`src/rtl/wildcard_regex_matcher_assert.svh`:
```
// Assertion macros for the wildcard regex matcher.
// No dependencies; included by the top level, which checks its own logic.
`ifndef WILDCARD_REGEX_MATCHER_ASSERT_SVH
`define WILDCARD_REGEX_MATCHER_ASSERT_SVH

`ifndef NO_ASSERTIONS
// Plain property, checked on clk_i outside reset
`define WRM_ASSERT(lbl, prop) \
  lbl: assert property (@(posedge clk_i) disable iff (!rst_ni) (prop)) \
    else $error("wrm assertion failed");
// Implication, checked on clk_i outside reset
`define WRM_ASSERT_IMP(lbl, ante, cons) \
  lbl: assert property (@(posedge clk_i) disable iff (!rst_ni) (ante) |-> (cons)) \
    else $error("wrm assertion failed");
// Next-cycle implication, checked on clk_i outside reset
`define WRM_ASSERT_NXT(lbl, ante, cons) \
  lbl: assert property (@(posedge clk_i) disable iff (!rst_ni) (ante) |=> (cons)) \
    else $error("wrm assertion failed");
`else
`define WRM_ASSERT(lbl, prop)
`define WRM_ASSERT_IMP(lbl, ante, cons)
`define WRM_ASSERT_NXT(lbl, ante, cons)
`endif

`endif

```
`src/rtl/wrm_pkg.sv`:
```
// Shared types, constants and helpers of the wildcard regex matcher.
// No dependencies; used by wrm_cell, wrm_row and the top level.
package wrm_pkg;

  localparam int unsigned MaxPatternDef = 32;
  localparam logic [7:0]  STAR_BYTE     = 8'd42;

  // Item kind carried in tuser
  typedef enum logic {
    FUNC_PATTERN = 1'b0,
    FUNC_TEXT    = 1'b1
  } wrm_func_e;

  // Pattern fault code reported with every result
  typedef enum logic [1:0] {
    FAULT_NONE     = 2'd0,
    FAULT_OVERFLOW = 2'd1,
    FAULT_STAR     = 2'd2
  } wrm_fault_e;

  // Per-word control broadcast to the cell row
  typedef struct packed {
    logic pat_we;   // pattern byte accepted
    logic txt_we;   // text byte accepted
    logic restart;  // pattern byte after text or a finished pattern: start a new pattern
    logic last;     // final byte of pattern or text
  } wrm_ctl_t;

  // What a cell hands to its right-hand neighbors
  typedef struct packed {
    logic row;   // current match bit
    logic nxt;   // match bit after this text byte
    logic base;  // empty-text match bit
    logic hit;   // stored byte accepts the text byte
  } wrm_link_t;

  localparam wrm_link_t LINK_ZERO = '{row: 1'b0, nxt: 1'b0, base: 1'b0, hit: 1'b0};

  // Only lowercase letters are literal; everything else is a wildcard
  function automatic logic is_literal(input logic [7:0] b);
    is_literal = (b >= 8'd97) && (b <= 8'd122);
  endfunction

endpackage

```
`src/rtl/wrm_cell.sv`:
```
// One pattern position of the matcher: stored byte and its match bit.
// Depends on wrm_pkg.
module wrm_cell #(
  parameter bit IS_FIRST = 1'b0
) (
  input  logic                clk_i,
  input  logic                rst_ni,
  input  wrm_pkg::wrm_ctl_t   ctl_i,
  input  logic                sel_i,     // pattern byte lands here
  input  logic [7:0]          ch_i,
  input  wrm_pkg::wrm_link_t  prev1_i,   // position j-1
  input  wrm_pkg::wrm_link_t  prev2_i,   // position j-2
  output wrm_pkg::wrm_link_t  link_o,
  output logic                row_d_o
);
  import wrm_pkg::*;

  logic [7:0] byte_q;
  logic       row_q, row_d;
  logic       is_star, hit, nxt, base, base_app;

  assign is_star = (byte_q == STAR_BYTE);
  assign hit     = !is_literal(byte_q) || (byte_q == ch_i);

  // text step: star repeats the element before it, a leading star matches nothing
  always_comb begin
    if (is_star) begin
      nxt = !IS_FIRST && (prev2_i.nxt || (prev1_i.hit && row_q));
    end else begin
      nxt = hit && prev1_i.row;
    end
  end

  // empty-text bit from stored pattern, and for a byte being appended
  assign base     = is_star && !IS_FIRST && prev2_i.base;
  assign base_app = (ch_i == STAR_BYTE) && !IS_FIRST && prev2_i.row;

  always_comb begin
    if (sel_i) begin
      row_d = base_app;
    end else if (ctl_i.txt_we) begin
      row_d = ctl_i.last ? base : nxt;
    end else begin
      row_d = row_q;
    end
  end

  always_ff @(posedge clk_i or negedge rst_ni) begin
    if (!rst_ni) begin
      row_q <= 1'b0;
    end else begin
      row_q <= row_d;
    end
  end

  // pattern byte store, no reset
  always_ff @(posedge clk_i) begin
    if (sel_i) begin
      byte_q <= ch_i;
    end
  end

  assign link_o  = '{row: row_q, nxt: nxt, base: base, hit: hit};
  assign row_d_o = row_d;

endmodule

```
`src/rtl/wrm_row.sv`:
```
// Row of pattern cells plus the leading match bit and result selection.
// Depends on wrm_pkg and wrm_cell.
module wrm_row #(
  parameter int unsigned MAX_PATTERN = wrm_pkg::MaxPatternDef,
  localparam int unsigned LenW       = $clog2(MAX_PATTERN + 1)
) (
  input  logic              clk_i,
  input  logic              rst_ni,
  input  wrm_pkg::wrm_ctl_t ctl_i,
  input  logic [7:0]        ch_i,
  input  logic [LenW-1:0]   len_i,     // length before this word, after restart
  input  logic [LenW-1:0]   len_d_i,   // length after this word
  output logic              matched_o
);
  import wrm_pkg::*;

  logic                 row0_q, row0_d;
  wrm_link_t            link [MAX_PATTERN+1];
  logic [MAX_PATTERN:0] rowd_v;
  logic [MAX_PATTERN:0] nxt_v;

  // leading bit: empty prefix of the pattern
  always_comb begin
    if (ctl_i.restart) begin
      row0_d = 1'b1;
    end else if (ctl_i.txt_we) begin
      row0_d = ctl_i.last;
    end else begin
      row0_d = row0_q;
    end
  end

  always_ff @(posedge clk_i or negedge rst_ni) begin
    if (!rst_ni) begin
      row0_q <= 1'b1;
    end else begin
      row0_q <= row0_d;
    end
  end

  assign link[0]   = '{row: row0_q, nxt: 1'b0, base: 1'b1, hit: 1'b0};
  assign rowd_v[0] = row0_d;
  assign nxt_v[0]  = 1'b0;

  // cell chain
  for (genvar j = 1; j <= MAX_PATTERN; j++) begin : g_cell
    wrm_link_t p2;
    logic      sel;

    if (j == 1) begin : g_edge
      assign p2 = LINK_ZERO;
    end else begin : g_mid
      assign p2 = link[j-2];
    end

    assign sel = ctl_i.pat_we && (len_i == LenW'(j - 1));

    wrm_cell #(
      .IS_FIRST (j == 1)
    ) u_cell (
      .clk_i   (clk_i),
      .rst_ni  (rst_ni),
      .ctl_i   (ctl_i),
      .sel_i   (sel),
      .ch_i    (ch_i),
      .prev1_i (link[j-1]),
      .prev2_i (p2),
      .link_o  (link[j]),
      .row_d_o (rowd_v[j])
    );

    assign nxt_v[j] = link[j].nxt;
  end

  // bit at the pattern end: before base rebuild for text, after append for pattern
  always_comb begin
    if (ctl_i.txt_we) begin
      matched_o = nxt_v[len_i];
    end else begin
      matched_o = ctl_i.last && rowd_v[len_d_i];
    end
  end

endmodule

```
`src/rtl/wildcard_regex_matcher.sv`:
```
// Wildcard regex matcher: one byte per word, one result word per input word.
// The result word is registered in the output register at the edge that takes the input word.
// Throughput: one word per cycle; the cell row resolves a text byte in one pass.
// A stalled output holds back input only while its register is full and not taken.
// Reset (rst_ni low, async) empties the pattern, clears faults and expects pattern bytes.
// Depends on wrm_pkg, wrm_row and wildcard_regex_matcher_assert.svh.
`include "wildcard_regex_matcher_assert.svh"

module wildcard_regex_matcher #(
  parameter int unsigned MAX_PATTERN = wrm_pkg::MaxPatternDef
) (
  input  logic       clk_i,
  input  logic       rst_ni,
  input  logic       s_axis_tvalid,
  output logic       s_axis_tready,
  input  logic [7:0] s_axis_tdata,    // [7:0] ch
  input  logic       s_axis_tuser,    // [0] func
  input  logic       s_axis_tlast,    // last
  output logic       m_axis_tvalid,
  input  logic       m_axis_tready,
  output logic [7:0] m_axis_tdata,    // [0] matched, [7:1] zero
  output logic [1:0] m_axis_tuser,    // [1:0] status
  output logic       m_axis_tlast     // final_res
);
  import wrm_pkg::*;

  localparam int unsigned LenW = $clog2(MAX_PATTERN + 1);

  logic            in_acc;
  logic            loading_q, loading_d;
  logic [LenW-1:0] len_q, len_d, len_eff;
  wrm_fault_e      fault_q, fault_d, fault_eff;
  wrm_ctl_t        ctl;
  logic            matched;

  logic            m_valid_q;
  logic            m_matched_q, m_final_q;
  wrm_fault_e      m_status_q;

  assign s_axis_tready = !m_valid_q || m_axis_tready;
  assign in_acc        = s_axis_tvalid && s_axis_tready;

  // control for the row
  always_comb begin
    ctl.pat_we  = in_acc && (s_axis_tuser == FUNC_PATTERN);
    ctl.txt_we  = in_acc && (s_axis_tuser == FUNC_TEXT);
    ctl.restart = ctl.pat_we && !loading_q;
    ctl.last    = s_axis_tlast;
  end

  // pattern length, fault and load-mode bookkeeping
  always_comb begin
    len_eff   = ctl.restart ? '0 : len_q;
    fault_eff = ctl.restart ? FAULT_NONE : fault_q;
    len_d     = len_q;
    fault_d   = fault_q;
    loading_d = loading_q;
    if (ctl.pat_we) begin
      len_d   = len_eff;
      fault_d = fault_eff;
      if (len_eff < LenW'(MAX_PATTERN)) begin
        len_d = len_eff + LenW'(1);
        if ((len_eff == '0) && (s_axis_tdata == STAR_BYTE) && (fault_eff == FAULT_NONE)) begin
          fault_d = FAULT_STAR;
        end
      end else if (fault_eff == FAULT_NONE) begin
        fault_d = FAULT_OVERFLOW;
      end
      loading_d = !s_axis_tlast;
    end else if (ctl.txt_we) begin
      loading_d = 1'b0;
    end
  end

  always_ff @(posedge clk_i or negedge rst_ni) begin
    if (!rst_ni) begin
      len_q     <= '0;
      fault_q   <= FAULT_NONE;
      loading_q <= 1'b1;
    end else begin
      len_q     <= len_d;
      fault_q   <= fault_d;
      loading_q <= loading_d;
    end
  end

  wrm_row #(
    .MAX_PATTERN (MAX_PATTERN)
  ) u_row (
    .clk_i     (clk_i),
    .rst_ni    (rst_ni),
    .ctl_i     (ctl),
    .ch_i      (s_axis_tdata),
    .len_i     (len_eff),
    .len_d_i   (len_d),
    .matched_o (matched)
  );

  // output register
  always_ff @(posedge clk_i or negedge rst_ni) begin
    if (!rst_ni) begin
      m_valid_q <= 1'b0;
    end else if (in_acc) begin
      m_valid_q <= 1'b1;
    end else if (m_axis_tready) begin
      m_valid_q <= 1'b0;
    end
  end

  always_ff @(posedge clk_i) begin
    if (in_acc) begin
      m_matched_q <= matched;
      m_final_q   <= s_axis_tlast;
      m_status_q  <= fault_d;
    end
  end

  assign m_axis_tvalid = m_valid_q;
  assign m_axis_tdata  = {7'd0, m_matched_q};
  assign m_axis_tuser  = m_status_q;
  assign m_axis_tlast  = m_final_q;

  // checks
  `WRM_ASSERT(a_len_bound, len_q <= LenW'(MAX_PATTERN))
  `WRM_ASSERT_IMP(a_star_needs_len, fault_q == FAULT_STAR, len_q != '0)
  `WRM_ASSERT_NXT(a_fault_sticky, (fault_q != FAULT_NONE) && !ctl.restart, $stable(fault_q))
  `WRM_ASSERT_NXT(a_text_last_final, ctl.txt_we && s_axis_tlast, m_valid_q && m_final_q)

endmodule

```
`config.mk`:
```
export PLATFORM = sky130hd
export DESIGN_NAME = wildcard_regex_matcher
export DESIGN_NICKNAME = d
export VERILOG_FILES = /design/src/rtl/wrm_pkg.sv /design/src/rtl/wrm_cell.sv /design/src/rtl/wrm_row.sv /design/src/rtl/wildcard_regex_matcher.sv
export VERILOG_INCLUDE_DIRS = /design/src /design/src/rtl
export SDC_FILE = /design/constraint.sdc
export NUM_CORES = 1
export LEC_CHECK = 0
export CAP_MARGIN = 20
export CELL_PAD_IN_SITES_DETAIL_PLACEMENT = 0
export CELL_PAD_IN_SITES_GLOBAL_PLACEMENT = 1
export CORE_MARGIN = 2
export CORE_UTILIZATION = 47
export DETAILED_ROUTE_END_ITERATION = 12
export DONT_BUFFER_PORTS = 1
export PLACE_DENSITY = 0.81
export SETUP_SLACK_MARGIN = 0.15
export SYNTH_ARGS = -nofsm -noshare
export SYNTH_HDL_FRONTEND = slang
export SYNTH_HIERARCHICAL = 1
export SYNTH_SLANG_ARGS = --single-unit
```
`constraint.sdc`:
```
create_clock -name clk_i -period 29.6 [get_ports clk_i]
set_input_delay 2.96 -clock clk_i [delete_from_list [all_inputs] [get_ports clk_i]]
set_output_delay 2.96 -clock clk_i [all_outputs]
set_load 0.05 [all_outputs]
```
# [Yosys cells after proc, flatten, opt, wreduce, memory -nomap -nowiden]
# Cells that the tools add are included.
[word_totals] regBits=303 output_inout_bits=13 inputBits=14 wordCells=666
[classes] n_addsub=1 muxes=147 n_reduce_logical=282 eq_ne=96 bitwise_logic=1 n_lt_le_gt_ge=67
[op_table] cell="8-bit by 6-bit == test with 1-bit output, second input constant" count=33
[op_table] cell="8-bit == test" count=32
[op_table] cell="8-bit by 7-bit >= comparator with 1-bit output, second input constant" count=32
[op_table] cell="8-bit by 7-bit less-or-equal comparator with 1-bit output, second input constant" count=32
[op_table] cell="1-bit logical AND" count=180
[op_table] cell="1-bit two-way mux" count=137
[op_table] cell="6-bit by 5-bit == test with 1-bit output, second input constant" count=16
[op_table] cell="1-bit logical OR" count=63
[op_table] cell="6-bit by 4-bit == test with 1-bit output, second input constant" count=8
[op_table] cell="1-bit zero test" count=35
[op_table] cell="6-bit by 3-bit == test with 1-bit output, second input constant" count=4
[op_table] cell="6-bit two-way mux" count=3
[op_table] cell="6-bit by 7-bit < comparator with 1-bit output, second input constant" count=2
[op_table] cell="1-bit binary-select mux with 6-bit select" count=2
[op_table] cell="6-bit by 2-bit == test with 1-bit output, second input constant" count=2
[op_table] cell="2-bit two-way mux" count=5
[op_table] cell="6-bit by 1-bit adder with 6-bit output, second input constant" count=1
[op_table] cell="6-bit by 1-bit == test with 1-bit output, second input constant" count=1
[op_table] cell="6-bit zero test" count=1
[op_table] cell="6-bit < comparator, second input constant" count=1
[op_table] cell="2-bit nonzero test" count=2
[op_table] cell="2-bit zero test" count=1
[op_table] cell="1-bit inverter" count=1

# [Depth between registers and ports, before layout]
[logic_depth] word_depth=43 depth_mapped=89 depth_no_buf=73

# [Modules after synthesis]
# Netlist, hierarchy kept.
[by_module_without_submodules] mod="wrm_cell (u_row.g_cell[10].u_cell ...)" cells_each=48 instances=31 area_each_um2=578.1
[by_module_without_submodules] mod="wrm_row" cells_each=117 instances=1 area_each_um2=943.4
[by_module_without_submodules] mod="wildcard_regex_matcher" cells_each=81 instances=1 area_each_um2=877.1
[by_module_without_submodules] mod="wrm_cell (u_row.g_cell[1].u_cell)" cells_each=40 instances=1 area_each_um2=484.2

# [Worst setup path before layout]
# OpenSTA, ideal clock, no wires.
[synth_timing] path_kind="input -> register" from="input s_axis_tdata[6]" to="register m_matched_q, data pin" path_stages=89 arrival_time_ns=13.018 required_ns=29.337 setup_slack_ns=16.319 setup_ns=0.263 cell_sequence="xor2_1 -> nor4_1 -> a211oi_1 -> inv_1 -> buf_4 -> a21o_1 -> mux2i_1 -> o21bai_4 -> inv_1 -> buf_4 -> a21o_1 -> mux2i_1 -> o21bai_4 -> inv_1 -> buf_4 -> a21o_1 -> mux2i_1 -> o21bai_4 -> (+53 left out) -> mux2i_1 -> o21bai_4 -> inv_1 -> buf_4 -> a21o_1 -> mux2i_1 -> o21bai_4 -> inv_1 -> buf_4 -> a21o_1 -> mux2i_1 -> o21bai_4 -> o41ai_2 -> nor4b_1 -> nand2_1 -> o22ai_1 -> a211oi_1 -> o21ai_1"
[synth_between] elab_chain_len=41 word_cells_on_any_way=323 cone_classes="33 x eq/ne; 133 x mux; 157 x reduce/logical"
[synth_rtl] item="from (decl)" line_no="wildcard_regex_matcher.sv:16" source="input logic [7:0] s_axis_tdata,"
[synth_rtl] item="8-bit == test" line_no="wrm_cell.sv:23" source="assign hit = !is_literal(byte_q) || (byte_q == ch_i);"
[synth_rtl] item="1-bit logical OR" line_no="wrm_cell.sv:23"
[synth_rtl] item="named net u_row.g_cell[1].u_cell.hit" line_no="wrm_cell.sv:20" source="logic is_star, hit, nxt, base, base_app;"
[synth_rtl] item="1-bit logical AND" line_no="wrm_cell.sv:28" source="nxt = !IS_FIRST && (prev2_i.nxt || (prev1_i.hit && row_q));"
[synth_rtl] item="1-bit two-way mux" line_no="wrm_cell.sv:27" source="if (is_star) begin"
[synth_rtl] item="named net u_row.g_cell[2].u_cell.nxt" line_no="wrm_cell.sv:20"
[synth_rtl] item="1-bit logical OR" line_no="wrm_cell.sv:28"
[synth_rtl] item="1-bit two-way mux" line_no="wrm_cell.sv:27"
[synth_rtl] item="named net u_row.g_cell[4].u_cell.nxt" line_no="wrm_cell.sv:20"
[synth_rtl] item="(+2 left out)"
[synth_rtl] item="named net u_row.g_cell[6].u_cell.nxt" line_no="wrm_cell.sv:20"
[synth_rtl] item="(+2 left out)"
[synth_rtl] item="named net u_row.g_cell[8].u_cell.nxt" line_no="wrm_cell.sv:20"
[synth_rtl] item="(+2 left out)"
[synth_rtl] item="named net u_row.g_cell[10].u_cell.nxt" line_no="wrm_cell.sv:20"
[synth_rtl] item="(+2 left out)"
[synth_rtl] item="named net u_row.g_cell[12].u_cell.nxt" line_no="wrm_cell.sv:20"
[synth_rtl] item="(+2 left out)"
[synth_rtl] item="named net u_row.g_cell[14].u_cell.nxt" line_no="wrm_cell.sv:20"
[synth_rtl] item="(+2 left out)"
[synth_rtl] item="named net u_row.g_cell[16].u_cell.nxt" line_no="wrm_cell.sv:20"
[synth_rtl] item="(+2 left out)"
[synth_rtl] item="named net u_row.g_cell[18].u_cell.nxt" line_no="wrm_cell.sv:20"
[synth_rtl] item="(+2 left out)"
[synth_rtl] item="named net u_row.g_cell[20].u_cell.nxt" line_no="wrm_cell.sv:20"
[synth_rtl] item="(+2 left out)"
[synth_rtl] item="named net u_row.g_cell[22].u_cell.nxt" line_no="wrm_cell.sv:20"
[synth_rtl] item="(+2 left out)"
[synth_rtl] item="named net u_row.g_cell[24].u_cell.nxt" line_no="wrm_cell.sv:20"
[synth_rtl] item="(+2 left out)"
[synth_rtl] item="named net u_row.g_cell[26].u_cell.nxt" line_no="wrm_cell.sv:20"
[synth_rtl] item="(+2 left out)"
[synth_rtl] item="named net u_row.g_cell[28].u_cell.nxt" line_no="wrm_cell.sv:20"
[synth_rtl] item="(+2 left out)"
[synth_rtl] item="named net u_row.g_cell[30].u_cell.nxt" line_no="wrm_cell.sv:20"
[synth_rtl] item="(+3 left out)"
[synth_rtl] item="1-bit two-way mux" line_no="wrm_cell.sv:41" source="end else if (ctl_i.txt_we) begin"
[synth_rtl] item="1-bit two-way mux" line_no="wrm_cell.sv:39" source="if (sel_i) begin"
[synth_rtl] item="named net u_row.rowd_v[32]" line_no="wrm_row.sv:19" source="logic [MAX_PATTERN:0] rowd_v;"
[synth_rtl] item="1-bit binary-select mux with 6-bit select" line_no="wrm_row.sv:80" source="matched_o = ctl_i.last && rowd_v[len_d_i];"
[synth_rtl] item="1-bit two-way mux (implied by the code)" line_no="wrm_row.sv:80"
[synth_rtl] item="1-bit logical AND" line_no="wrm_row.sv:80"
[synth_rtl] item="1-bit two-way mux" line_no="wrm_row.sv:77" source="if (ctl_i.txt_we) begin"
[synth_rtl] item="named net matched" line_no="wildcard_regex_matcher.sv:34" source="logic matched;"
[synth_rtl] item="to (signal assigned)" line_no="wildcard_regex_matcher.sv:112" source="m_matched_q <= matched;"
[synth_rtl] item="to (decl)" line_no="wildcard_regex_matcher.sv:37" source="logic m_matched_q, m_final_q;"
# The timed path passes the listed nets, and every way through them passes these cells. The select of a mux whose other input is x is not followed.
# A chain may end at the register's enable or synchronous reset.

==> impl_metrics.py <==
metrics = {
    "outcome": {
        "outcome": "finished clean",
    },
    "layout": {
        "layout.cells.most_common_list": "260 x sky130_fd_sc_hd__edfxtp_1, 248 x sky130_fd_sc_hd__xnor2_1, 101 x sky130_fd_sc_hd__inv_1",
        "antennaDiodeCount": 0,
        "nets": 1646,
        "layout_commonest_cell": "sky130_fd_sc_hd__edfxtp_1",
        "synthToLayoutAreaGrowth_pct": 4.17,
        "post_route_cells_drive_above_1_share": 0.161,
        "n_fill_cell": 3639,
    },
    "die": {
        "core.rowCount": 75,
        "area_inside_the_core_boundary_sq_um": 42100,
        "top_level_ports": 27,
        "die_width_um": 211,
        "height_of_the_chip_um": 211,
        "dieArea_sq_um": 44600,
        "start_util": 0.479,
    },
    "placed_design": {
        "gp_congestion": 0.828,
        "port-buffer-count": 0,
        "post-dp-hpwl_um": 27200,
    },
    "clocking": {
        "cts_resized": 0,
        "clk_pin_slew_worst_paths_ps": 60,
        "clock_latency_ps": 540,
        "cts-root-to-sink-buffers": 3,
        "cts_hold_repair.buffers": 0,
        "clock-sinks": 303,
        "clock_tree.htree_level_count": 2,
        "clk_root_buffer_cell": "sky130_fd_sc_hd__clkbuf_16",
        "tritoncts": "built",
        "cts_buffer_count": 34,
        "post-cts-setup-buffer-count": 0,
    },
    "sta": {
        "max_freq_ghz": 0.0802,
        "timing.setup.tns_ps": 0,
        "actual_slew_at_the_worst_max_slew_pin_ps": 1090,
        "layout_worst_path_cycle_share": 0.421,
        "final-hold-violation-count": 0,
        "setup_viol": 0,
        "timing.final.max_slew_violations": 0,
        "skew_ps": 28.6,
        "rsz0062_at_grt": "no",
        "worst_slew_margin_rel": 0.271,
        "timing.final.crit_period_ps": 12480,
    },
    "global_routing": {
        "grt_pass1_vias": 13400,
        "grt_antenna_before_repair": 0,
        "globalRouteOverflowTotal": 0,
        "track_usage": 0.204,
        "global_route_wire_length_before_repair_um": 73000,
        "grt_start_max_net_pins": 97,
    },
    "pwr": {
        "powerDensity_nw_per_um2": 51.4,
        "total_leakage_power_nw": 6.89,
        "totalPowerFinal_mw": 1.08,
        "vdd.ir_drop.worst_v": 0.0000525,
    },
    "detailed_routing": {
        "drt_pass1_iterations": 5,
        "routed_wirelength_um": 45600,
        "drcViolationCount": 0,
        "detail-route-antenna-nets": 0,
        "via_count": 13200,
        "number_of_drc_violations_after_detailed_routing_iteration_0": 1005,
        "vias_per_cell": 5.99,
        "route.detailed.wl_per_inst_um": 20.8,
    },
    "setup_path": {
        "critical_path_origin": "s_axis_tdata[0]",
        "cp_data_required_time_ps": 29870,
        "timing.critical_path.arrival_ps": 12750,
        "crit_path_top_delay_cell": "sky130_fd_sc_hd__a211oi_1",
        "timing.critical_path.slowest_cell_delay_ps": 390,
        "timing.rr.start": "u_row/g_cell[1].u_cell/byte_q[6]",
        "worst_setup_path_start_kind": "primary input",
        "critical_path_class": "in2reg",
        "worst_setup_path_end_kind": "register",
        "crit_fanout": 96,
    },
    "synth": {
        "synthesis.area_sq_um": 20200,
        "ys_warn_count": 6,
        "synth_cells": 1721,
        "avg_inst_size_synth_sq_um": 11.7,
    },
    "run": {
        "max_cap_viol_count": 0,
    },
    "worst_hold_path": {
        "min-delay-start": "fault_q[1]",
        "hold_class": "reg2reg",
    },
}
-- worst max-delay path: cells and delay by family --
kind | cells | cell delay, ps
mux | 16 | 2170
simple gates | 3 | 340
compound gates | 37 | 5810
buf+inv | 16 | 1200
xor+xnor | 1 | 160
-- flip-flops by register name, summed over array words and instances, names as in the netlist --
| register | cells |
|---|---|
| len_q | 6 |
| u_row/g_cell.u_cell/row_q | 32 |
| loading_q | 1 |
| m_matched_q | 1 |
| m_axis_tuser | 2 |
| fault_q | 2 |
| m_axis_tvalid | 1 |
| u_row/g_cell.u_cell/byte_q | 256 |
| u_row/row0_q | 1 |
| m_axis_tlast | 1 |
-- final timing paths --
| path | slack [ps] | endpoint | cells after the start |
|---|---|---|---|
| max reg2reg | 19150 | m_matched_q | 73 |
| min in group asynchronous | 2120 | u_row/g_cell[26].u_cell/row_q | 0 |
| min | 600 | fault_q[1] | 2 |
| max in group asynchronous | 27270 | u_row/row0_q | 0 |
| min reg2reg | 600 | fault_q[1] | 2 |
| max | 17120 | m_matched_q | 73 |
-- metrics by stage --
step | cell area [sq um] | cells | setup WS, ps | hold WS [ps] | utilization
final | 21000 | 2194 | 17120 | 598 | 0.499
after global routing | 21000 | 2194 | 16420 | 642 | 0.499
after CTS | 21000 | 2192 | 17210 | 600 | 0.499
after detailed placement | 19900 | 2131 | 16760 | 587 | 0.472
after global placement | 19900 | 2131 | 16860 | 593 | 0.472
after floorplan | 20200 | 1727 | 16320 | 487 | -
-- report_power, final --
part / switching [mW] / total [mW] / internal, mW
clock network: 0.171 / 0.432 / 0.260
logic: 0.0822 / 0.154 / 0.0722
registers: 0.0168 / 0.494 / 0.478
total: 0.270 / 1.08 / 0.810
-- layer usage --
layer / vias up / part of all wire / wire [um] / global-route usage
met5: - / 0.0012 / 53 / 0.00890
met4: 2 / 0.017 / 753 / 0.0525
met3: 61 / 0.046 / 2100 / 0.0317
met2: 328 / 0.48 / 21900 / 0.342
met1: 6638 / 0.46 / 20800 / 0.276
li1: 6123 / - / - / -
-- cell type report --
cell class,instances,area [sq um],share of cell area
multi-input cells,1178,9860,0.469
flip-flops and latches,303,8890,0.423
clock buffers,39,891,0.0424
well taps,539,674,0.0321
inverters,103,392,0.0186
clock inverters,22,240,0.0114
repair buffers,10,86.3,0.00411
Power figures use the tool's default switching activity.
